--- config.mk ---
export PLATFORM = sky130hd
export DESIGN_NAME = zoom_pan_crop_animator
export DESIGN_NICKNAME = d
export VERILOG_FILES = /design/src/sv/zpca_pkg.sv /design/src/sv/zoom_pan_crop_animator.sv /design/src/sv/zpca_div.sv
export SDC_FILE = /design/constraint.sdc
export NUM_CORES = 2
export LEC_CHECK = 0
export BUFFER_PORTS_ARGS = -buffer_cell sky130_fd_sc_hd__buf_2
export CAP_MARGIN = 20
export CELL_PAD_IN_SITES_DETAIL_PLACEMENT = 1
export CELL_PAD_IN_SITES_GLOBAL_PLACEMENT = 2
export CORE_ASPECT_RATIO = 0.8
export CORE_MARGIN = 2
export CORE_UTILIZATION = 42
export CTS_CLUSTER_SIZE = 40
export DETAILED_ROUTE_END_ITERATION = 7
export GPL_TIMING_DRIVEN = 0
export PLACE_DENSITY = 0.92
export SLEW_MARGIN = 20
export SYNTH_ARGS = -nofsm -noshare
export SYNTH_HDL_FRONTEND = slang
export SYNTH_SLANG_ARGS = --single-unit
--- constraint.sdc ---
create_clock -name aclk -period 11.9 [get_ports aclk]
set_clock_uncertainty 0.2 [all_clocks]
set_input_delay 1.19 -clock aclk [delete_from_list [all_inputs] [get_ports aclk]]
set_output_delay 1.19 -clock aclk [all_outputs]
set_load 0.02 [all_outputs]
--- src/sv/zpca_pkg.sv ---
// Shared types and constants of the zoom, pan and crop controller.
`default_nettype none

package zpca_pkg;

    // Field widths.
    localparam int COORD_BITS = 13;
    localparam int FRAC_BITS  = 8;
    localparam int ZOOM_BITS  = 11;
    localparam int CFG_W      = 13;
    localparam int CFG_IDX_W  = 3;

    // Normalized center in Q0.16, where one whole is 65536 and needs one more bit.
    localparam int CTR_FRAC = 16;
    localparam int CTR_BITS = CTR_FRAC + 1;
    localparam int CTR_ONE  = 1 << CTR_FRAC;
    localparam int CTR_HALF = 1 << (CTR_FRAC - 1);

    // Source size in fixed point and derived datapath widths.
    localparam int S_W    = COORD_BITS + FRAC_BITS;
    localparam int P_W    = S_W + CTR_BITS;
    localparam int DVS_W  = COORD_BITS;
    localparam int DIV_W  = (COORD_BITS + CTR_FRAC > S_W + 7) ?
                            (COORD_BITS + CTR_FRAC) : (S_W + 7);

    // Zoom constants in hundredths.
    localparam int ZOOM_ONE   = 100;
    localparam int ZOOM_SNAP  = 105;
    localparam int ZOOM_CLICK = 200;
    localparam int ZOOM_STEP  = 30;
    localparam int ZOOM_PCT   = 100;

    // Easing factor 38/256.
    localparam int EASE_NUM   = 38;
    localparam int EASE_SHIFT = 8;

    // Register reset values.
    localparam int RST_SRC_W    = 1920;
    localparam int RST_SRC_H    = 1080;
    localparam int RST_ZOOM_MAX = 500;
    localparam int RST_ZOOM_MIN = 100;

    typedef enum logic [1:0] {
        OP_CLICK  = 2'd0,
        OP_WHEEL  = 2'd1,
        OP_ESCAPE = 2'd2,
        OP_TICK   = 2'd3
    } op_t;

    typedef enum logic [CFG_IDX_W-1:0] {
        CFG_ENABLE   = 3'd0,
        CFG_SRC_W    = 3'd1,
        CFG_SRC_H    = 3'd2,
        CFG_PRV_W    = 3'd3,
        CFG_PRV_H    = 3'd4,
        CFG_ZOOM_MAX = 3'd5,
        CFG_ZOOM_MIN = 3'd6
    } cfg_idx_t;

    typedef struct packed {
        op_t                   operation;
        logic [COORD_BITS-1:0] pointer_x;
        logic [COORD_BITS-1:0] pointer_y;
        logic                  wheel_up;
    } in_t;

    typedef struct packed {
        logic [COORD_BITS-1:0] crop_left;
        logic [COORD_BITS-1:0] crop_right;
        logic [COORD_BITS-1:0] crop_top;
        logic [COORD_BITS-1:0] crop_bottom;
        logic [ZOOM_BITS-1:0]  zoom_level;
        logic                  consumed;
    } out_t;

    typedef struct packed {
        logic             start;
        logic [DIV_W-1:0] dividend;
        logic [DVS_W-1:0] divisor;
    } div_req_t;

    typedef struct packed {
        logic             busy;
        logic             done;
        logic [DIV_W-1:0] quotient;
    } div_rsp_t;

endpackage

`default_nettype wire

--- src/sv/zoom_pan_crop_animator.sv ---
// Top level of the zoom, pan and crop controller: sequencer, state and config registers.
// One item is in work at a time, on one shared bit-serial divider; input is ready only when idle.
// Reset (aresetn low, synchronous) restores the register defaults, zoom 1.00, centered view,
// and zero target and eased crops.
`default_nettype none

module zoom_pan_crop_animator (
    input  wire logic                                aclk,
    input  wire logic                                aresetn,

    input  wire logic                                s_valid,
    output logic                                     s_ready,
    input  wire zpca_pkg::in_t                       s_data,

    output logic                                     m_valid,
    input  wire logic                                m_ready,
    output zpca_pkg::out_t                           m_data,

    input  wire logic                                cfg_wr_en,
    input  wire logic [zpca_pkg::CFG_IDX_W-1:0]      cfg_index,
    input  wire logic [zpca_pkg::CFG_W-1:0]          cfg_data
);

    localparam int COORD = zpca_pkg::COORD_BITS;
    localparam int FRAC  = zpca_pkg::FRAC_BITS;
    localparam int ZB    = zpca_pkg::ZOOM_BITS;
    localparam int ZW    = ZB + 1;
    localparam int CB    = zpca_pkg::CTR_BITS;
    localparam int SW    = zpca_pkg::S_W;
    localparam int PW    = zpca_pkg::P_W;
    localparam int DIV_W = zpca_pkg::DIV_W;
    localparam int DVS_W = zpca_pkg::DVS_W;
    localparam int LW    = SW + 2;
    localparam int ESH   = zpca_pkg::EASE_SHIFT;
    localparam int SUM_W = SW + ESH + 1;

    // The sequencer walks through the divider jobs, the multiply and the clamp, or
    // through the four easing updates, or goes straight on, and finally loads the output register.
    typedef enum logic [2:0] {
        ST_IDLE,
        ST_DIV_GO,
        ST_DIV_WAIT,
        ST_MUL,
        ST_CLAMP,
        ST_EASE_MUL,
        ST_EASE_UPD,
        ST_FINISH
    } state_t;

    // Which quotient the divider is working on.
    typedef enum logic [1:0] {
        JOB_NORM_X,
        JOB_NORM_Y,
        JOB_VIEW
    } job_t;

    state_t state_reg;
    job_t   job_reg;
    logic   axis_reg;
    logic [1:0] idx_reg;
    logic   consumed_reg;
    logic   m_valid_reg;

    // Configuration registers.
    logic             enable_reg;
    logic [COORD-1:0] src_w_reg;
    logic [COORD-1:0] src_h_reg;
    logic [COORD-1:0] prv_w_reg;
    logic [COORD-1:0] prv_h_reg;
    logic [ZB-1:0]    zoom_max_reg;
    logic [ZB-1:0]    zoom_min_reg;

    // Controller state.
    logic [ZB-1:0]    zoom_reg;
    logic [CB-1:0]    ctr_x_reg;
    logic [CB-1:0]    ctr_y_reg;
    logic [COORD-1:0] tgt_reg [4];
    logic [SW-1:0]    eased_reg [4];

    // Work registers of the datapath.
    logic [COORD-1:0] px_reg;
    logic [COORD-1:0] py_reg;
    logic [SW-1:0]    v_reg;
    logic [PW-1:0]    prod_reg;
    logic             neg_reg;
    zpca_pkg::out_t   m_data_reg;

    zpca_pkg::div_req_t div_req;
    zpca_pkg::div_rsp_t div_rsp;

    logic             in_accept;
    logic             out_load;
    zpca_pkg::op_t    op;

    logic [ZW-1:0]    z_up;
    logic [ZW-1:0]    z_up_c;
    logic [ZW-1:0]    z_dn;
    logic [ZW-1:0]    z_dn_c;
    logic [ZW-1:0]    z_new;
    logic             z_reset;
    logic             src_ok;

    logic [COORD-1:0] src_sel;
    logic [SW-1:0]    s_val;
    logic [CB-1:0]    ctr_sel;
    logic [COORD-1:0] ptr_sel;
    logic [COORD-1:0] prv_sel;
    logic [DIV_W-1:0] s_x100;
    logic [CB-1:0]    q_sat;

    logic [SW-1:0]    mul_a;
    logic [CB-1:0]    mul_b;
    logic [PW-1:0]    mul_p;

    logic [SW-1:0]       base;
    logic signed [LW-1:0] l_raw;
    logic signed [LW-1:0] top_s;
    logic signed [LW-1:0] l_sel;
    logic [SW-1:0]       l_c;
    logic [SW-1:0]       hi_full;
    logic [COORD-1:0]    crop_lo;
    logic [COORD-1:0]    crop_hi;

    logic [SW-1:0]    t_val;
    logic [SW-1:0]    e_val;
    logic [SW:0]      d_val;
    logic             d_neg;
    logic [SW-1:0]    mag;
    logic [SUM_W-1:0] step_sum;
    logic [SW-1:0]    step;
    logic [SW-1:0]    e_new;

    zpca_div u_div (
        .aclk    (aclk),
        .aresetn (aresetn),
        .req     (div_req),
        .rsp     (div_rsp)
    );

    assign s_ready   = (state_reg == ST_IDLE);
    assign in_accept = s_valid && s_ready;
    assign op        = s_data.operation;
    assign m_valid   = m_valid_reg;
    assign m_data    = m_data_reg;

    // The result register is loaded once the previous result has been taken.
    assign out_load  = (state_reg == ST_FINISH) && (!m_valid_reg || m_ready);

    // Wheel step on the current zoom, kept one bit wider than the zoom field.
    always_comb begin
        z_up    = ZW'(zoom_reg) + ZW'(zpca_pkg::ZOOM_STEP);
        z_up_c  = (z_up > ZW'(zoom_max_reg)) ? ZW'(zoom_max_reg) : z_up;
        z_dn    = ZW'(zoom_reg) - ZW'(zpca_pkg::ZOOM_STEP);
        z_dn_c  = (z_dn < ZW'(zoom_min_reg)) ? ZW'(zoom_min_reg) : z_dn;
        z_new   = s_data.wheel_up ? z_up_c : z_dn_c;
        z_reset = (z_new <= ZW'(zpca_pkg::ZOOM_ONE));
    end

    // A zero source dimension leaves the target crops untouched.
    assign src_ok = (src_w_reg != '0) && (src_h_reg != '0);

    // Axis operands: source size in fixed point and the matching center.
    assign src_sel = axis_reg ? src_h_reg : src_w_reg;
    assign s_val   = {src_sel, {FRAC{1'b0}}};
    assign ctr_sel = axis_reg ? ctr_y_reg : ctr_x_reg;
    assign s_x100  = DIV_W'(s_val) * DIV_W'(zpca_pkg::ZOOM_PCT);

    // Divider operands. A zero preview dimension counts as one.
    assign ptr_sel = (job_reg == JOB_NORM_Y) ? py_reg : px_reg;
    assign prv_sel = (job_reg == JOB_NORM_Y) ? prv_h_reg : prv_w_reg;

    always_comb begin
        div_req.start = (state_reg == ST_DIV_GO);
        case (job_reg)
            JOB_NORM_X, JOB_NORM_Y: begin
                div_req.dividend = DIV_W'({ptr_sel, {zpca_pkg::CTR_FRAC{1'b0}}});
                div_req.divisor  = (prv_sel == '0) ? DVS_W'(1) : prv_sel;
            end
            JOB_VIEW: begin
                div_req.dividend = s_x100;
                div_req.divisor  = DVS_W'(zoom_reg);
            end
            default: begin
                div_req.dividend = '0;
                div_req.divisor  = DVS_W'(1);
            end
        endcase
    end

    // The normalized position saturates at one whole.
    assign q_sat = (div_rsp.quotient > DIV_W'(zpca_pkg::CTR_ONE)) ?
                   CB'(zpca_pkg::CTR_ONE) : div_rsp.quotient[CB-1:0];

    // One multiplier serves both the center scaling and the easing step.
    always_comb begin
        if (state_reg == ST_EASE_MUL) begin
            mul_a = mag;
            mul_b = CB'(zpca_pkg::EASE_NUM);
        end else begin
            mul_a = s_val;
            mul_b = ctr_sel;
        end
    end
    assign mul_p = PW'(mul_a) * PW'(mul_b);

    // Window placement: left edge is the scaled center minus half the visible size,
    // clamped so that the window stays inside the source.
    always_comb begin
        base  = prod_reg[zpca_pkg::CTR_FRAC +: SW];
        l_raw = $signed({2'b00, base}) - $signed({3'b000, v_reg[SW-1:1]});
        top_s = $signed({2'b00, s_val - v_reg});
        if (l_raw < 0) begin
            l_sel = '0;
        end else if (l_raw > top_s) begin
            l_sel = top_s;
        end else begin
            l_sel = l_raw;
        end
        l_c     = l_sel[SW-1:0];
        hi_full = s_val - l_c - v_reg;
        crop_lo = l_c[FRAC +: COORD];
        crop_hi = hi_full[FRAC +: COORD];
    end

    // Easing: move by ceil(|d| * 38 / 256) toward the target, which never overshoots.
    always_comb begin
        t_val    = {tgt_reg[idx_reg], {FRAC{1'b0}}};
        e_val    = eased_reg[idx_reg];
        d_val    = {1'b0, t_val} - {1'b0, e_val};
        d_neg    = d_val[SW];
        mag      = d_neg ? SW'(-d_val) : d_val[SW-1:0];
        step_sum = SUM_W'(prod_reg[SW+ESH-1:0]) + SUM_W'((1 << ESH) - 1);
        step     = step_sum[ESH +: SW];
        e_new    = neg_reg ? (e_val - step) : (e_val + step);
    end

    // Configuration writes.
    always_ff @(posedge aclk) begin
        if (!aresetn) begin
            enable_reg   <= 1'b0;
            src_w_reg    <= COORD'(zpca_pkg::RST_SRC_W);
            src_h_reg    <= COORD'(zpca_pkg::RST_SRC_H);
            prv_w_reg    <= COORD'(zpca_pkg::RST_SRC_W);
            prv_h_reg    <= COORD'(zpca_pkg::RST_SRC_H);
            zoom_max_reg <= ZB'(zpca_pkg::RST_ZOOM_MAX);
            zoom_min_reg <= ZB'(zpca_pkg::RST_ZOOM_MIN);
        end else if (cfg_wr_en) begin
            case (zpca_pkg::cfg_idx_t'(cfg_index))
                zpca_pkg::CFG_ENABLE:   enable_reg   <= cfg_data[0];
                zpca_pkg::CFG_SRC_W:    src_w_reg    <= cfg_data[COORD-1:0];
                zpca_pkg::CFG_SRC_H:    src_h_reg    <= cfg_data[COORD-1:0];
                zpca_pkg::CFG_PRV_W:    prv_w_reg    <= cfg_data[COORD-1:0];
                zpca_pkg::CFG_PRV_H:    prv_h_reg    <= cfg_data[COORD-1:0];
                zpca_pkg::CFG_ZOOM_MAX: zoom_max_reg <= cfg_data[ZB-1:0];
                zpca_pkg::CFG_ZOOM_MIN: zoom_min_reg <= cfg_data[ZB-1:0];
                default: ;
            endcase
        end
    end

    // Sequencer together with the controller state it updates.
    always_ff @(posedge aclk) begin
        if (!aresetn) begin
            state_reg    <= ST_IDLE;
            job_reg      <= JOB_NORM_X;
            axis_reg     <= 1'b0;
            idx_reg      <= '0;
            consumed_reg <= 1'b0;
            m_valid_reg  <= 1'b0;
            zoom_reg     <= ZB'(zpca_pkg::ZOOM_ONE);
            ctr_x_reg    <= CB'(zpca_pkg::CTR_HALF);
            ctr_y_reg    <= CB'(zpca_pkg::CTR_HALF);
            for (int i = 0; i < 4; i++) begin
                tgt_reg[i]   <= '0;
                eased_reg[i] <= '0;
            end
        end else begin
            if (m_valid_reg && m_ready && !out_load) begin
                m_valid_reg <= 1'b0;
            end

            case (state_reg)
                ST_IDLE: begin
                    if (in_accept) begin
                        consumed_reg <= (op != zpca_pkg::OP_TICK) && enable_reg;
                        if (op == zpca_pkg::OP_TICK) begin
                            idx_reg   <= '0;
                            state_reg <= ST_EASE_MUL;
                        end else if (!enable_reg) begin
                            state_reg <= ST_FINISH;
                        end else begin
                            case (op)
                                zpca_pkg::OP_CLICK: begin
                                    if (zoom_reg <= ZB'(zpca_pkg::ZOOM_SNAP)) begin
                                        zoom_reg <= ZB'(zpca_pkg::ZOOM_CLICK);
                                    end
                                    job_reg   <= JOB_NORM_X;
                                    state_reg <= ST_DIV_GO;
                                end
                                zpca_pkg::OP_WHEEL: begin
                                    if (z_reset) begin
                                        zoom_reg <= ZB'(zpca_pkg::ZOOM_ONE);
                                        for (int i = 0; i < 4; i++) begin
                                            tgt_reg[i] <= '0;
                                        end
                                        state_reg <= ST_FINISH;
                                    end else begin
                                        zoom_reg <= z_new[ZB-1:0];
                                        if (src_ok) begin
                                            job_reg   <= JOB_VIEW;
                                            axis_reg  <= 1'b0;
                                            state_reg <= ST_DIV_GO;
                                        end else begin
                                            state_reg <= ST_FINISH;
                                        end
                                    end
                                end
                                default: begin
                                    zoom_reg <= ZB'(zpca_pkg::ZOOM_ONE);
                                    for (int i = 0; i < 4; i++) begin
                                        tgt_reg[i] <= '0;
                                    end
                                    state_reg <= ST_FINISH;
                                end
                            endcase
                        end
                    end
                end

                ST_DIV_GO: begin
                    state_reg <= ST_DIV_WAIT;
                end

                ST_DIV_WAIT: begin
                    if (div_rsp.done) begin
                        case (job_reg)
                            JOB_NORM_X: begin
                                ctr_x_reg <= q_sat;
                                job_reg   <= JOB_NORM_Y;
                                state_reg <= ST_DIV_GO;
                            end
                            JOB_NORM_Y: begin
                                ctr_y_reg <= q_sat;
                                if (src_ok) begin
                                    job_reg   <= JOB_VIEW;
                                    axis_reg  <= 1'b0;
                                    state_reg <= ST_DIV_GO;
                                end else begin
                                    state_reg <= ST_FINISH;
                                end
                            end
                            default: begin
                                state_reg <= ST_MUL;
                            end
                        endcase
                    end
                end

                ST_MUL: begin
                    state_reg <= ST_CLAMP;
                end

                ST_CLAMP: begin
                    tgt_reg[{axis_reg, 1'b0}] <= crop_lo;
                    tgt_reg[{axis_reg, 1'b1}] <= crop_hi;
                    if (!axis_reg) begin
                        axis_reg  <= 1'b1;
                        state_reg <= ST_DIV_GO;
                    end else begin
                        state_reg <= ST_FINISH;
                    end
                end

                ST_EASE_MUL: begin
                    state_reg <= ST_EASE_UPD;
                end

                ST_EASE_UPD: begin
                    eased_reg[idx_reg] <= e_new;
                    idx_reg            <= idx_reg + 2'd1;
                    state_reg          <= (idx_reg == 2'd3) ? ST_FINISH : ST_EASE_MUL;
                end

                ST_FINISH: begin
                    if (out_load) begin
                        m_valid_reg <= 1'b1;
                        state_reg   <= ST_IDLE;
                    end
                end

                default: begin
                    state_reg <= ST_IDLE;
                end
            endcase
        end
    end

    // Datapath work registers and the result register; none of them needs a reset.
    always_ff @(posedge aclk) begin
        if (in_accept) begin
            px_reg <= s_data.pointer_x;
            py_reg <= s_data.pointer_y;
        end
        if (state_reg == ST_DIV_WAIT && div_rsp.done && job_reg == JOB_VIEW) begin
            v_reg <= div_rsp.quotient[SW-1:0];
        end
        if (state_reg == ST_MUL || state_reg == ST_EASE_MUL) begin
            prod_reg <= mul_p;
        end
        if (state_reg == ST_EASE_MUL) begin
            neg_reg <= d_neg;
        end
        if (out_load) begin
            m_data_reg.crop_left   <= eased_reg[0][FRAC +: COORD];
            m_data_reg.crop_right  <= eased_reg[1][FRAC +: COORD];
            m_data_reg.crop_top    <= eased_reg[2][FRAC +: COORD];
            m_data_reg.crop_bottom <= eased_reg[3][FRAC +: COORD];
            m_data_reg.zoom_level  <= zoom_reg;
            m_data_reg.consumed    <= consumed_reg;
        end
    end

`ifndef NO_ASSERTIONS
    // A quotient must only arrive while the sequencer is waiting for it.
    assert property (@(posedge aclk) disable iff (!aresetn)
        div_rsp.done |-> (state_reg == ST_DIV_WAIT))
        else $error("divider finished outside of a wait state");

    // No new transfer is taken while the divider is still working.
    assert property (@(posedge aclk) disable iff (!aresetn)
        s_ready |-> !div_rsp.busy)
        else $error("input ready while the divider is busy");

    // The target zoom never falls below 1.00.
    assert property (@(posedge aclk) disable iff (!aresetn)
        zoom_reg >= ZB'(zpca_pkg::ZOOM_ONE))
        else $error("target zoom below one");

    // An easing step never exceeds the remaining distance.
    assert property (@(posedge aclk) disable iff (!aresetn)
        (state_reg == ST_EASE_UPD) |-> (step <= mag))
        else $error("easing step overshoots the target");

    // A result appears only when the sequencer has finished an item.
    assert property (@(posedge aclk) disable iff (!aresetn)
        $rose(m_valid_reg) |-> $past(state_reg == ST_FINISH))
        else $error("result valid without a finished item");
`endif

endmodule

`default_nettype wire

--- src/sv/zpca_div.sv ---
// Shared restoring divider that produces one quotient bit per cycle.
`default_nettype none

module zpca_div (
    input  wire logic                aclk,
    input  wire logic                aresetn,
    input  wire zpca_pkg::div_req_t  req,
    output zpca_pkg::div_rsp_t       rsp
);

    localparam int DIV_W = zpca_pkg::DIV_W;
    localparam int DVS_W = zpca_pkg::DVS_W;
    localparam int CNT_W = $clog2(DIV_W + 1);

    logic             busy_reg;
    logic             done_reg;
    logic [CNT_W-1:0] cnt_reg;
    logic [DVS_W-1:0] rem_reg;
    logic [DIV_W-1:0] quo_reg;
    logic [DVS_W-1:0] dvs_reg;

    logic [DVS_W:0]   trial;
    logic [DVS_W:0]   diff;
    logic             fits;

    // Bring down the next dividend bit and try to subtract the divisor.
    assign trial = {rem_reg, quo_reg[DIV_W-1]};
    assign diff  = trial - {1'b0, dvs_reg};
    assign fits  = (trial >= {1'b0, dvs_reg});

    always_ff @(posedge aclk) begin
        if (!aresetn) begin
            busy_reg <= 1'b0;
            done_reg <= 1'b0;
            cnt_reg  <= '0;
        end else begin
            done_reg <= 1'b0;
            if (req.start) begin
                busy_reg <= 1'b1;
                cnt_reg  <= CNT_W'(DIV_W);
            end else if (busy_reg) begin
                cnt_reg <= cnt_reg - CNT_W'(1);
                if (cnt_reg == CNT_W'(1)) begin
                    busy_reg <= 1'b0;
                    done_reg <= 1'b1;
                end
            end
        end
    end

    always_ff @(posedge aclk) begin
        if (req.start) begin
            rem_reg <= '0;
            quo_reg <= req.dividend;
            dvs_reg <= req.divisor;
        end else if (busy_reg) begin
            rem_reg <= fits ? diff[DVS_W-1:0] : trial[DVS_W-1:0];
            quo_reg <= {quo_reg[DIV_W-2:0], fits};
        end
    end

    assign rsp.busy     = busy_reg;
    assign rsp.done     = done_reg;
    assign rsp.quotient = quo_reg;

endmodule

`default_nettype wire
* Word level (Yosys, flattened, before mapping)
Memory sizes are Yosys's and may differ from the RTL's. A register that Yosys moved wholly into a read port is not among the register bits.
Index checks and enable logic that the tools add are counted.
** Word-level totals
- RAM bits :: 136
- Register bits after elaboration :: 289
- Input bits :: 50
- Word-level logic and storage cells :: 252
- Output and inout bits :: 66
- Memories :: 2
** Memories
- eased_reg :: words 4, width 21, read ports 5, clocked after memory_dff 5, write ports 4, line zoom_pan_crop_animator.sv:78 : logic [SW-1:0] eased_reg [4];
- tgt_reg :: words 4, width 13, read ports 1, clocked after memory_dff 1, write ports 4, line zoom_pan_crop_animator.sv:77 : logic [COORD-1:0] tgt_reg [4];
** Cells by class
- Muxes and demuxes :: 107
- Multipliers :: 2
- Add/subtract/negate cells :: 14
- Bitwise operators :: 11
- Equality and inequality tests :: 33
- Magnitude comparators :: 8
- Reductions and logical operators :: 45
** Operators with widths (count)
- 13-bit 2-to-1 mux :: 15
- 21-bit 2-to-1 mux :: 6
- 42-bit one-hot mux with 2 select lines :: 1
- 21-bit subtractor :: 4
- 29-bit 2-to-1 mux :: 2
- 17-bit 2-to-1 mux :: 3
- 1-bit 2-to-1 mux :: 40
- 21-bit by 17-bit multiplier with 37-bit output :: 1
- 12-bit 2-to-1 mux :: 3
- 2-bit 2-to-1 mux :: 16
- 29-bit by 8-bit adder with 29-bit output, second input constant :: 1
- 29-bit by 17-bit greater-than comparator with 1-bit output, second input constant :: 1
- 13-bit nonzero test :: 2
- 13-bit OR reduction :: 2
- 3-bit 2-to-1 mux :: 8
- 3-bit one-hot mux with 8 select lines :: 1
- 22-bit greater-than comparator :: 1
- 22-bit by 1-bit less-than comparator with 1-bit output, second input constant :: 1
- 11-bit 2-to-1 mux :: 2
- 11-bit one-hot mux with 2 select lines :: 1
- 21-bit by 20-bit subtractor with 22-bit output :: 1
- 21-bit by 21-bit subtractor with 22-bit output :: 1
- 21-bit adder :: 1
- 3-bit == test, second input constant :: 7
- 43 further kinds :: 99

* Longest topological paths before layout
- Depth after elaboration :: 16
- Depth in mapped cells :: 44
- Gate-level depth less buffers :: 40

* Hierarchy
Synthesis repeated with hierarchy kept, for this count alone.
** Second synthesis, totals
- Cell total of the unflattened synthesis :: 4069
- Area total of the unflattened synthesis :: 39177.6 um2
** Modules (own cells, without submodules)
- zoom_pan_crop_animator :: times used 1, area an instance 35923.2 um2, cells an instance 3794, sequential area each 11200.7 um2
- zpca_div :: times used 1, area an instance 3254.4 um2, cells an instance 275, sequential area each 1661.6 um2

* Worst setup path before layout
OpenSTA, ideal clock, no wires.
- Kind :: register to register
- Start point :: register with a tool-made name
- End point :: register prod_reg[36] (data pin)
- Buffers on the path :: 5
- Data required time :: 11.435 ns
- Library setup time :: 0.265 ns
- Arrival :: 10.033 ns
- Clock period less this slack :: 10.498 ns
- Path slack :: 1.402 ns
- Cell stages (with the launch flop) :: 41
- Path through :: dfxtp_1 buf_6 buf_2 buf_1 mux4_2 ha_1 a21oi_1 o21bai_1 a2111oi_1 a21oi_1 nor2_1 a211o_1 o21bai_1 a21o_1 buf_4 inv_2 buf_2 nand2_1 [... 5 more ...] fa_1 inv_1 fa_1 fa_1 inv_1 fa_1 ha_1 or3_1 nor2_1 or4b_2 a211oi_1 nor2_1 o211ai_1 a31o_2 o211a_1 nand2_1 a221oi_1 xnor2_1
** RTL lines
- end signal: assignment :: line zoom_pan_crop_animator.sv:408 : prod_reg <= mul_p;
- end: declaration :: line zoom_pan_crop_animator.sv:84 : logic [PW-1:0] prod_reg;

==> flow_summary.yaml <==
setup_path:
  worst_setup_path_start_kind: "flop"
  worstSetupEndpointType: "flop"
  critical-path-max-stage-delay_ps: 560
  worst-endpoint-arrival_ps: 11520
  cp_max_fo: 17
  timing.critical_path.slowest_stage_cell: "fa_1"
  timing.setup.critical_path_class: "reg2reg"
  worstPathRequired_ps: 12040
  critical-path-top-cell-by-count: "fa_1"
worst_hold_path:
  hold_class: "reg2reg"
global_routing:
  global_route.overflow_total: 0
  overall_global_routing_usage: 0.2622
  grt_antenna_before_repair: 1
  first_pass_grt_wire_length_mm: 193.6
  use_met2: 0.4331
  gr_peak_layer: "met2"
  grt_max_degree: 33
  number_of_global_route_vias_before_repair: 33031
  use_met1: 0.3655
  grt.met3_usage: 0.03534
logic_synthesis:
  synthMostInstantiatedCell: "inv_1"
  ys_ff_latch: 479
  synth-seq-area-share: 0.3311
  synth_largest_area_cell: "edfxtp_1"
  postSynth.asyncResetShare: 0
  synth_area_per_cell_um2: 9.553
  synthFlopType: "edfxtp_1"
  syn_area_um2: 38840
  synth_cells: 4066
  synthesis.yosys.warnings: 0
  area_share_of_the_leading_cell_type_in_the_synthesized_netlist: 0.2528
  number_of_enable_type_register_cells_in_the_synthesized_netlist: 327
  synth.top_cells.by_area: "edfxtp_1 (25%), fa_1 (16%), ha_1 (9.9%)"
  synth_top_cells_by_count: "inv_1 (547), nand2_1 (506), nor2_1 (367), edfxtp_1 (327)"
  synth.lib_cells_used.distinct: 88
place:
  place_worst_setup_slack_ps: -883.9
  final_weighted_congestion_of_routability_driven_global_placement: 0.9122
  detailed_place_hpwl_mm: 100.1
  io_buffer_count: 114
  placedCellCount: 5507
power_and_ir_drop:
  total_power_w: 0.008019
  power.share.switching: 0.4292
  power.internal_w: 0.004578
  power.share.sequential: 0.273
  power_switching_w: 0.003442
  p_leak_nw: 18.56
  clkPwrFrac: 0.194
  comb_power_share: 0.533
  power.density_nw_per_um2: 186.0
  worst_ir_drop_vdd_mv: 0.1729
clock_tree:
  cts.sinks: 479
  ctsHtreeMaxLevel: 2
  numCtsBuffers: 46
  tritoncts: "yes"
  clkTransAtPathRegs_ps: 70
  clkLatencyLatePin_ps: 600
  cts-root-to-sink-buffers: 3
  cts_root_buffer: "clkbuf_16"
  hold_buffers: 0
cells_and_area:
  final-instance-count-excl-fill: 5593
  layout.nets: 5005
  drive_above_1_share: 0.07464
  area_growth_from_synthesis_to_final_layout_pct: 10.99
  num_antenna_cells: 0
  largest_register_ffs: 84
sta:
  fin_tns_setup_ps: 0
  timing.final.setup_violations: 0
  maxClockFrequency_mhz: 87.85
  finalHoldViolations: 0
  postLayoutSetupSlackWorst_ps: 517.3
  max_slew_margin: 0.2405
  grt_setup_unrepaired: "false"
  timing.final.crit_share: 0.9565
  post-route-min-period_ps: 11380
  timing.final.max_slew_violations: 0
  worst_pin_slew_ps: 1135
die:
  core-area_um2: 91420
  die_w_um: 344.0
  std_cell_rows: 99
  fp.dieArea_um2: 94950
  effective_utilization_at_floorplan: 0.4249
  fp.dieH_um: 276.0
  boundaryPins: 116
detailed_routing:
  route.detailed.wl_per_inst_um: 22.28
  ant_nets: 0
  detailedRoute.firstPassIterationCount: 7
  avgViaCountPerCell: 5.556
  initialDrtViolationCount: 2378
  final_routed_drc_violation_total: 0
  detailroute.via_count: 31073
  totalWireLength_mm: 124.6
job:
  cap_violations: 0
status:
  status: "complete, no violations"
-- cell type report --
type                       count  area, µm²
clock inverter                19      246.5
timing repair buffer         121      668.1
tap                         1212       1516
inverter                     552       2072
buffer                       134      553.0
sequential                   479      12860
multi-input combinational   3009      23900
clock buffer                  67       1291
fill                       10599      48300
-- what timing repair did --
item                       4_1_cts  5_1_grt
pin swaps                        0        1
resized for setup                9       16
setup buffers                    0        2
setup endpoints to repair       10        7
-- power groups by stage --
| stage | registers, W | clock network, W | logic [W] |
|---|---|---|---|
| floorplan | 0.00217 | 0 | 0.00300 |
| global placement | 0.00221 | 0 | 0.00401 |
| CTS | 0.00219 | 0.00156 | 0.00422 |
| global route | 0.00220 | 0.00163 | 0.00476 |
| finish | 0.00219 | 0.00156 | 0.00427 |
| detailed placement | 0.00222 | 0 | 0.00417 |
-- logic make-up (layout without fill, tap and decap cells) --
logic type,after synthesis,count (layout),synth area share
compound gates,677,677,0.1077
other cells,2,112,0.0001933
mux,133,133,0.04658
buf+inv,688,893,0.06719
simple gates,1283,1283,0.1477
xor+xnor,192,192,0.04329
fa+ha+maj,612,612,0.2563
flops,479,479,0.3311
-- path summary, 6_finish.rpt --
check | startpoint | end | slack [ps] | depth (start not counted)
setup / recovery | flop | prod_reg[35] | 520 | 41
hold / removal | zoom_reg[10] | m_data[11] | 240 | 0
setup reg to reg | flop | prod_reg[35] | 520 | 41
hold reg to reg | zoom_reg[10] | m_data[11] | 240 | 0
-- stage by stage --
stage               utilization  instance area (µm²)  hold slack, ps
floorplan                     -                39260           206.4
finish                   0.4716                43110           237.4
global placement         0.4523                41340           214.2
detailed placement       0.4536                41460           220.7
CTS                      0.4705                43010           236.2
global route             0.4716                43110           247.5
-- critical path: cells and delay by family, from the launching register on --
family / cells / cell delay [ps]
buffers and inverters: 8 / 1200
muxes: 1 / 540
AOI/OAI and AO/OA: 15 / 3250
xor gates and xnor gates: 2 / 580
adders and majority gates: 8 / 3740
DFF: 1 / 350
and+or+nand+nor: 7 / 1260
-- placed cells by master (no fill, tap or decap), types with 112 or more instances in the layout --
cell        n
inv_1     545
nand2_1   502
nor2_1    364
edfxtp_1  327
fa_1      306
ha_1      306
a21oi_1   247
dfxtp_1   152
o21ai_0   140
clkbuf_1  127
xnor2_1   120
buf_2     119
conb_1    112
-- per-layer routing --
layer  up-vias  share of wire
met4         0          0.024
met1     15805           0.45
met3       152          0.061
met2       913           0.47
li1      14203              -
met5         -              0
(Power assumes the default switching activity.)
